**src/hdl/tse_pkg.sv**
```systemverilog
`timescale 1ns / 1ps

package tse_pkg;

  // Width of the payload length counter; long-form lengths keep their low 32 bits.
  localparam int unsigned PayloadW = 32;

  // Tag value after reset.
  localparam logic [7:0] TagReset = 8'd26;

  // Short-form limit and long-form marker of the first length byte.
  localparam logic [7:0] LongFormBit = 8'h80;

  // Decoder phases, one-hot.
  typedef enum logic [5:0] {
    PH_SEARCH    = 6'b000001,
    PH_LEN_FIRST = 6'b000010,
    PH_LEN_MORE  = 6'b000100,
    PH_PAYLOAD   = 6'b001000,
    PH_DONE      = 6'b010000,
    PH_BAD       = 6'b100000
  } phase_t;

  // Status reported with each result beat.
  typedef enum logic [1:0] {
    ST_OK        = 2'd0,
    ST_TRUNCATED = 2'd1,
    ST_NO_TAG    = 2'd2,
    ST_BAD_LEN   = 2'd3
  } status_t;

  // One result beat.
  typedef struct packed {
    logic [7:0] text_byte;
    logic       has_byte;
    logic       last;
    status_t    status;
  } result_t;

endpackage

```
**src/hdl/tagged_string_extractor.sv**
```systemverilog
`timescale 1ns / 1ps

// Channel   Direction  Contents
// in_*      slave      tdata = data_byte, tlast = record_end
// out_*     master     tdata = text_byte, tuser = {status, has_byte}, tlast = last
// cfg_*     APB        register 0 at byte address 0: tag_value (8 bits)
//
// The decoder state and the result are updated at the edge that accepts an input
// byte; the result goes to the output register, or to the skid entry while out_* stalls.
// A byte is accepted in every cycle while the output side keeps up; one skid entry
// behind the output register absorbs a single stalled result before in_tready drops.
// Reset (rst_n low, synchronous) restores tag_value to 26, clears the decoder state
// and empties both output stages; no clearing pass is needed.
module tagged_string_extractor #(
  parameter int unsigned MAX_LEN_BYTES = 4
) (
  input  logic       clk,
  input  logic       rst_n,
  // Input stream
  input  logic       in_tvalid,
  output logic       in_tready,
  input  logic [7:0] in_tdata,     // [7:0] data_byte
  input  logic       in_tlast,
  // Result stream
  output logic       out_tvalid,
  input  logic       out_tready,
  output logic [7:0] out_tdata,    // [7:0] text_byte
  output logic [2:0] out_tuser,    // [0] has_byte, [2:1] status
  output logic       out_tlast,
  // Configuration port
  input  logic        cfg_psel,
  input  logic        cfg_penable,
  input  logic        cfg_pwrite,
  input  logic [2:0]  cfg_paddr,
  input  logic [31:0] cfg_pwdata,
  output logic [31:0] cfg_prdata,
  output logic        cfg_pready
);

  localparam int unsigned LblW = $clog2(MAX_LEN_BYTES + 1);
  localparam logic [6:0] MaxLenCnt = 7'(MAX_LEN_BYTES);
  localparam logic [LblW-1:0] LblOne = LblW'(1);
  localparam logic [tse_pkg::PayloadW-1:0] PayOne = tse_pkg::PayloadW'(1);

  logic [7:0]                    tag_r;
  tse_pkg::phase_t               phase_r, phase_nxt;
  logic [LblW-1:0]               lbl_r, lbl_nxt;
  logic [tse_pkg::PayloadW-1:0]  pay_r, pay_nxt;

  logic                          out_valid_r, out_valid_nxt;
  tse_pkg::result_t              out_r, out_nxt;
  logic                          skid_valid_r, skid_valid_nxt;
  tse_pkg::result_t              skid_r, skid_nxt;

  logic                          in_beat;
  logic                          emit;
  tse_pkg::result_t              res;
  logic                          cfg_wr;

  // Configuration register access.
  assign cfg_pready = 1'b1;
  assign cfg_wr     = cfg_psel && cfg_penable && cfg_pwrite && cfg_pready && !cfg_paddr[2];
  assign cfg_prdata = cfg_paddr[2] ? 32'd0 : {24'd0, tag_r};

  always_ff @(posedge clk) begin
    if (!rst_n) begin
      tag_r <= tse_pkg::TagReset;
    end else if (cfg_wr) begin
      tag_r <= cfg_pwdata[7:0];
    end
  end

  assign in_tready = !skid_valid_r;
  assign in_beat   = in_tvalid && in_tready;

  // Decoder step for one input byte.
  always_comb begin
    logic       len_done;
    logic [6:0] cnt;
    logic [tse_pkg::PayloadW-1:0] pay_dec;
    len_done      = 1'b0;
    cnt           = in_tdata[6:0];
    pay_dec       = pay_r - PayOne;
    phase_nxt     = phase_r;
    lbl_nxt       = lbl_r;
    pay_nxt       = pay_r;
    emit          = 1'b0;
    res.text_byte = 8'd0;
    res.has_byte  = 1'b0;
    res.last      = 1'b0;
    res.status    = tse_pkg::ST_OK;

    unique case (phase_r)
      tse_pkg::PH_SEARCH: begin
        if (in_tdata == tag_r) begin
          phase_nxt = tse_pkg::PH_LEN_FIRST;
        end
      end
      tse_pkg::PH_LEN_FIRST: begin
        if (in_tdata < tse_pkg::LongFormBit) begin
          pay_nxt  = tse_pkg::PayloadW'(in_tdata);
          len_done = 1'b1;
        end else if (cnt == 7'd0 || cnt > MaxLenCnt) begin
          phase_nxt = tse_pkg::PH_BAD;
        end else begin
          lbl_nxt   = LblW'(cnt);
          pay_nxt   = '0;
          phase_nxt = tse_pkg::PH_LEN_MORE;
        end
      end
      tse_pkg::PH_LEN_MORE: begin
        // Big-endian accumulation of the long-form length.
        pay_nxt = {pay_r[tse_pkg::PayloadW-9:0], in_tdata};
        lbl_nxt = lbl_r - LblOne;
        if (lbl_r == LblOne) begin
          len_done = 1'b1;
        end
      end
      tse_pkg::PH_PAYLOAD: begin
        emit          = 1'b1;
        res.has_byte  = 1'b1;
        res.text_byte = in_tdata;
        pay_nxt       = pay_dec;
        if (pay_r == PayOne) begin
          res.last  = 1'b1;
          phase_nxt = tse_pkg::PH_DONE;
        end
      end
      tse_pkg::PH_DONE, tse_pkg::PH_BAD: begin
      end
      default: begin
      end
    endcase

    // Length complete: a zero length closes the string at once.
    if (len_done) begin
      if (pay_nxt == '0) begin
        emit      = 1'b1;
        res.last  = 1'b1;
        phase_nxt = tse_pkg::PH_DONE;
      end else begin
        phase_nxt = tse_pkg::PH_PAYLOAD;
      end
    end

    // End of record: report what is still open, then start over.
    if (in_tlast) begin
      if (!(emit && res.last)) begin
        unique case (phase_nxt)
          tse_pkg::PH_SEARCH: begin
            emit       = 1'b1;
            res.last   = 1'b1;
            res.status = tse_pkg::ST_NO_TAG;
          end
          tse_pkg::PH_LEN_FIRST, tse_pkg::PH_LEN_MORE, tse_pkg::PH_PAYLOAD: begin
            emit       = 1'b1;
            res.last   = 1'b1;
            res.status = tse_pkg::ST_TRUNCATED;
          end
          tse_pkg::PH_BAD: begin
            emit       = 1'b1;
            res.last   = 1'b1;
            res.status = tse_pkg::ST_BAD_LEN;
          end
          default: begin
          end
        endcase
      end
      phase_nxt = tse_pkg::PH_SEARCH;
      lbl_nxt   = '0;
      pay_nxt   = '0;
    end
  end

  // Decoder state registers.
  always_ff @(posedge clk) begin
    if (!rst_n) begin
      phase_r <= tse_pkg::PH_SEARCH;
      lbl_r   <= '0;
      pay_r   <= '0;
    end else if (in_beat) begin
      phase_r <= phase_nxt;
      lbl_r   <= lbl_nxt;
      pay_r   <= pay_nxt;
    end
  end

  // Output register with one skid entry behind it.
  always_comb begin
    out_valid_nxt  = out_valid_r;
    out_nxt        = out_r;
    skid_valid_nxt = skid_valid_r;
    skid_nxt       = skid_r;
    if (out_valid_r && !out_tready) begin
      if (in_beat && emit) begin
        skid_valid_nxt = 1'b1;
        skid_nxt       = res;
      end
    end else if (skid_valid_r) begin
      out_valid_nxt  = 1'b1;
      out_nxt        = skid_r;
      skid_valid_nxt = 1'b0;
    end else begin
      out_valid_nxt = in_beat && emit;
      out_nxt       = res;
    end
  end

  always_ff @(posedge clk) begin
    if (!rst_n) begin
      out_valid_r  <= 1'b0;
      skid_valid_r <= 1'b0;
    end else begin
      out_valid_r  <= out_valid_nxt;
      skid_valid_r <= skid_valid_nxt;
    end
  end

  always_ff @(posedge clk) begin
    out_r  <= out_nxt;
    skid_r <= skid_nxt;
  end

  assign out_tvalid = out_valid_r;
  assign out_tdata  = out_r.text_byte;
  assign out_tuser  = {out_r.status, out_r.has_byte};
  assign out_tlast  = out_r.last;

  // The skid entry only fills behind a held output beat.
  a_skid_behind_out: assert property (@(posedge clk) disable iff (!rst_n)
    skid_valid_r |-> out_valid_r)
    else $error("skid entry valid while output register empty");

  // A beat without a payload byte always closes the record.
  a_empty_is_last: assert property (@(posedge clk) disable iff (!rst_n)
    (out_valid_r && !out_r.has_byte) |-> out_r.last)
    else $error("result without payload byte is not marked last");

  // Any error status closes the record.
  a_error_is_last: assert property (@(posedge clk) disable iff (!rst_n)
    (out_valid_r && out_r.status != tse_pkg::ST_OK) |-> out_r.last)
    else $error("error status on a beat that is not last");

  // The payload phase is only ever held with bytes still owed.
  a_payload_nonzero: assert property (@(posedge clk) disable iff (!rst_n)
    (phase_r == tse_pkg::PH_PAYLOAD) |-> (pay_r != '0))
    else $error("payload phase with zero bytes left");

endmodule
```
**config.mk**
```make
export PLATFORM = sky130hd
export DESIGN_NAME = tagged_string_extractor
export DESIGN_NICKNAME = d
export VERILOG_FILES = /design/src/hdl/tse_pkg.sv /design/src/hdl/tagged_string_extractor.sv
export SDC_FILE = /design/constraint.sdc
export NUM_CORES = 1
export LEC_CHECK = 0
export ABC_AREA = 1
export BUFFER_PORTS_ARGS = -buffer_cell sky130_fd_sc_hd__buf_4
export CAP_MARGIN = 15
export CORE_MARGIN = 8
export CORE_UTILIZATION = 46
export CTS_CLUSTER_SIZE = 20
export DETAILED_ROUTE_END_ITERATION = 12
export PLACE_DENSITY = 0.67
export SLEW_MARGIN = 20
export SYNTH_ARGS = -nofsm -noshare
export SYNTH_HDL_FRONTEND = slang
export SYNTH_SLANG_ARGS = --single-unit
```
**constraint.sdc**
```tcl
create_clock -name clk -period 4.08 [get_ports clk]
set_input_delay 1.02 -clock clk [delete_from_list [all_inputs] [get_ports clk]]
set_output_delay 1.02 -clock clk [all_outputs]
set_load 0.02 [all_outputs]
```
==> out/qor.json <==
{
  "floorplan": {
    "area_of_the_placeable_core_mm2": 0.0114,
    "floorplan.rows": 39,
    "top_level_ports": 98,
    "die_y_um": 124,
    "die_span_x_um": 124,
    "start_util_pct": 47.0,
    "die_area_mm2": 0.0153
  },
  "synth": {
    "synth_async_sr_flop_share_pct": 0,
    "syn_area_per_cell_um2": 6.18,
    "synth.ff_latch_count": 75,
    "syn_area_mm2": 0.00534,
    "synth_seq_area_share_pct": 32.6,
    "ys_dominant_reg_cell": "dfxtp_1",
    "mapped_cells": 864,
    "ys_types": 39,
    "synth-edff-count": 24,
    "ys.warnings.count": 0
  },
  "cts": {
    "cts_buffers": 9,
    "ctsRootBufferMaster": "clkbuf_16",
    "post_cts_resized": 0,
    "numClockSinks": 75,
    "cts.clk_slew.worst_paths_ns": 0.06,
    "cts.hold.buffers_added": 0,
    "clockBufferDepth": 2,
    "tritoncts": "built",
    "cts_max_level": 3,
    "post_cts_setup_buffer_count": 0,
    "clock_latency_of_the_later_clocked_register_in_the_worst_skew_pair_ns": 0.35
  },
  "route": {
    "detail_route.first_pass.iterations": 5,
    "wl_per_cell_um": 15.0,
    "vias_per_cell": 5.34,
    "route.detailed.drc": 0,
    "vias": 5701,
    "final_antenna_net_count": 0,
    "count_of_routing_violations_after_the_opening_detailed_route_iteration": 697,
    "detail_route.wirelength_um": 16000
  },
  "placement": {
    "dpl.hpwl_um": 12100,
    "gp_congestion": 1.00,
    "placedCellCount": 1051,
    "placement.io_buffers": 46
  },
  "sta": {
    "setup_total_negative_slack_ns": 0,
    "timing.slew.headroom_pct": 51.6,
    "achievable-frequency_mhz": 274,
    "final_hold_viol_count": 0,
    "post-route-min-period_ns": 3.65,
    "timing.clock.skew_ns": 0.00994,
    "final_max_slew_viol_count": 0,
    "setup_repair_after_global_routing_missed_its_margin": "false",
    "fin_crit_sh_pct": 89.5,
    "worst_pin_slew_ns": 0.726,
    "setup_viol_count_final": 0
  },
  "grt": {
    "grtUsageTotal_pct": 21.4,
    "grt_antenna_before_repair": 0,
    "global_route.peak_usage_layer": "met2",
    "grt_first_pass_wirelength_um": 25800,
    "gr-total-overflow": 0,
    "gr-usage-met1_pct": 29.5,
    "met3_usage_pct": 2.77,
    "grt_pass1_vias": 5072,
    "globalRouteMet2Util_pct": 32.9,
    "grt_start_max_net_pins": 40
  },
  "setup_path": {
    "setup.worst_path.end_class": "flip-flop",
    "timing.setup.critical_path_class": "primary input to flip-flop",
    "worstSetupStartpointType": "primary input",
    "critPathArrivalTime_ns": 3.71,
    "crit_required_ns": 4.14,
    "worst-path-max-fanout": 10
  },
  "power_and_ir_drop": {
    "irDropWorstVdd_mv": 0.186,
    "leakage_nw": 2.98,
    "pwr_density_cell_mw_per_mm2": 283
  },
  "worst_hold_path": {
    "worst_hold_path_type": "flip-flop to flip-flop"
  },
  "cells_and_area": {
    "fillCellCount": 1193,
    "post_route_cells_drive_above_1_share_pct": 13.0,
    "antenna_cells_inserted": 0,
    "final_cells": 1067,
    "area_delta_synth_final_pct": 15.0,
    "layout_nets": 974
  },
  "flow_run": {
    "max-cap-violations": 0
  },
  "outcome": {
    "run_status": "finished, final reports clean"
  }
}
[sequential cells by signal (all words and copies together) (netlist names)]
name          flops
out_tvalid        1
out_tdata         8
out_tuser         3
pay_r            32
skid_r           12
phase_r           6
skid_valid_r      1
out_tlast         1
lbl_r             3
tag_r             8
[cell usage after synthesis (3+ instances only)]
master	count	area, um^2
dfxtp_1	51	1020
nand2_2	8	50.1
nand3_2	6	60.1
nand3_1	49	245
a211oi_1	3	22.5
o21ai_1	4	20.0
edfxtp_1	24	721
clkbuf_1	17	63.8
a31oi_1	7	43.8
inv_1	80	300
nor2_1	138	518
xnor2_1	5	43.8
nor4_1	8	50.1
o211ai_1	5	37.5
a22oi_1	3	22.5
ha_1	4	50.1
buf_2	8	40.0
nand4_1	15	93.8
o22ai_1	3	18.8
o21ai_0	23	115
a21oi_1	73	365
buf_4	26	195
nand2_1	267	1000
nor3_1	6	30.0
nor2_2	4	25.0
nand3b_1	3	22.5
inv_2	3	11.3
[final timing paths]
check | startpoint | end | slack [ns] | cells past startpoint
setup / recovery | in_tdata[6] | skid_r[7] | 0.43 | 24
hold / removal | tag_r[0] | tag_r[0] | 0.48 | 2
setup reg to reg | phase_r[1] | skid_r[7] | 0.55 | 23
hold reg to reg | tag_r[0] | tag_r[0] | 0.48 | 2
[power by group]
part	total [W]	leakage [nW]	switching, W	internal, W
sequential	0.000786	0.665	0.00000608	0.000780
clock	0.000797	0.147	0.000366	0.000430
combinational	0.000158	2.16	0.000103	0.0000544
[layout by cell type (no fill, tap or decap), drive strengths merged]
cell / count
xnor2: 5
xor2: 2
and3: 1
a2bb2oi: 1
nand4: 15
nand3: 55
o211ai: 5
a21boi: 1
nand3b: 3
a22oi: 3
conb: 25
o21ai: 27
clkinv: 3
a31oi: 7
dfxtp: 51
a211oi: 3
inv: 89
nand2: 275
nor2: 144
or2: 2
o21bai: 2
nor4: 8
o22ai: 3
a21oi: 75
edfxtp: 24
ha: 4
buf: 76
nor3: 6
clkbuf: 9
[metrics by stage]
step / instance area [um^2] / hold slack [ns] / setup WS [ns] / utilization, % / power, W
after global routing: 6140 / 0.520 / 0.146 / 54.0 / 0.00180
after global placement: 5850 / 0.477 / 0.181 / 51.5 / 0.000959
final: 6140 / 0.484 / 0.429 / 54.0 / 0.00174
after floorplan: 5430 / 0.457 / 0.286 / - / 0.000917
after CTS: 6140 / 0.486 / 0.472 / 54.0 / 0.00175
after detailed placement: 5850 / 0.475 / 0.126 / 51.5 / 0.000960
[metal layers]
metal,up-vias,wire length (um)
met2,283,6810
met5,-,0
met3,27,1490
met4,0,332
met1,2531,7360
li1,2860,-
[area by class of cell]
type | instances | area, um^2 | area share (%)
timing repair buffer | 76 | 571 | 9.29
multi-input combinational | 672 | 3040 | 49.5
sequential | 75 | 1740 | 28.4
clock buffer | 9 | 225 | 3.67
clock inverter | 7 | 65.1 | 1.06
inverter | 85 | 319 | 5.20
tap | 143 | 179 | 2.91
[critical path, stage by stage]
cell,delay (ns)
buf_4,0.13
inv_1,0.07
nand2_1,0.05
nor2_1,0.16
nand3_1,0.13
nand2_2,0.13
buf_4,0.16
nand3_1,0.14
a21oi_1,0.25
nand2_1,0.08
nor2_1,0.09
nand2_1,0.06
nor2_1,0.14
nand3_2,0.14
nand2_2,0.12
nor2_1,0.05
nor2_2,0.11
nand3_2,0.09
nand3_2,0.08
nand2_2,0.06
nand2_2,0.05
nand2_2,0.05
nor2_1,0.13
buf_4,0.22
[cell families after synthesis]
family | Yosys count | synth area share [%]
other | 2 | 0.141
flip-flops | 75 | 32.6
buffers and inverters | 140 | 12.1
AO/OA/AOI/OAI | 127 | 13.0
adder cells (fa/ha/maj) | 4 | 0.937
AND/OR/NAND/NOR | 509 | 40.0
XOR/XNOR | 7 | 1.15
Note: power is estimated with default switching activity, not from simulation.
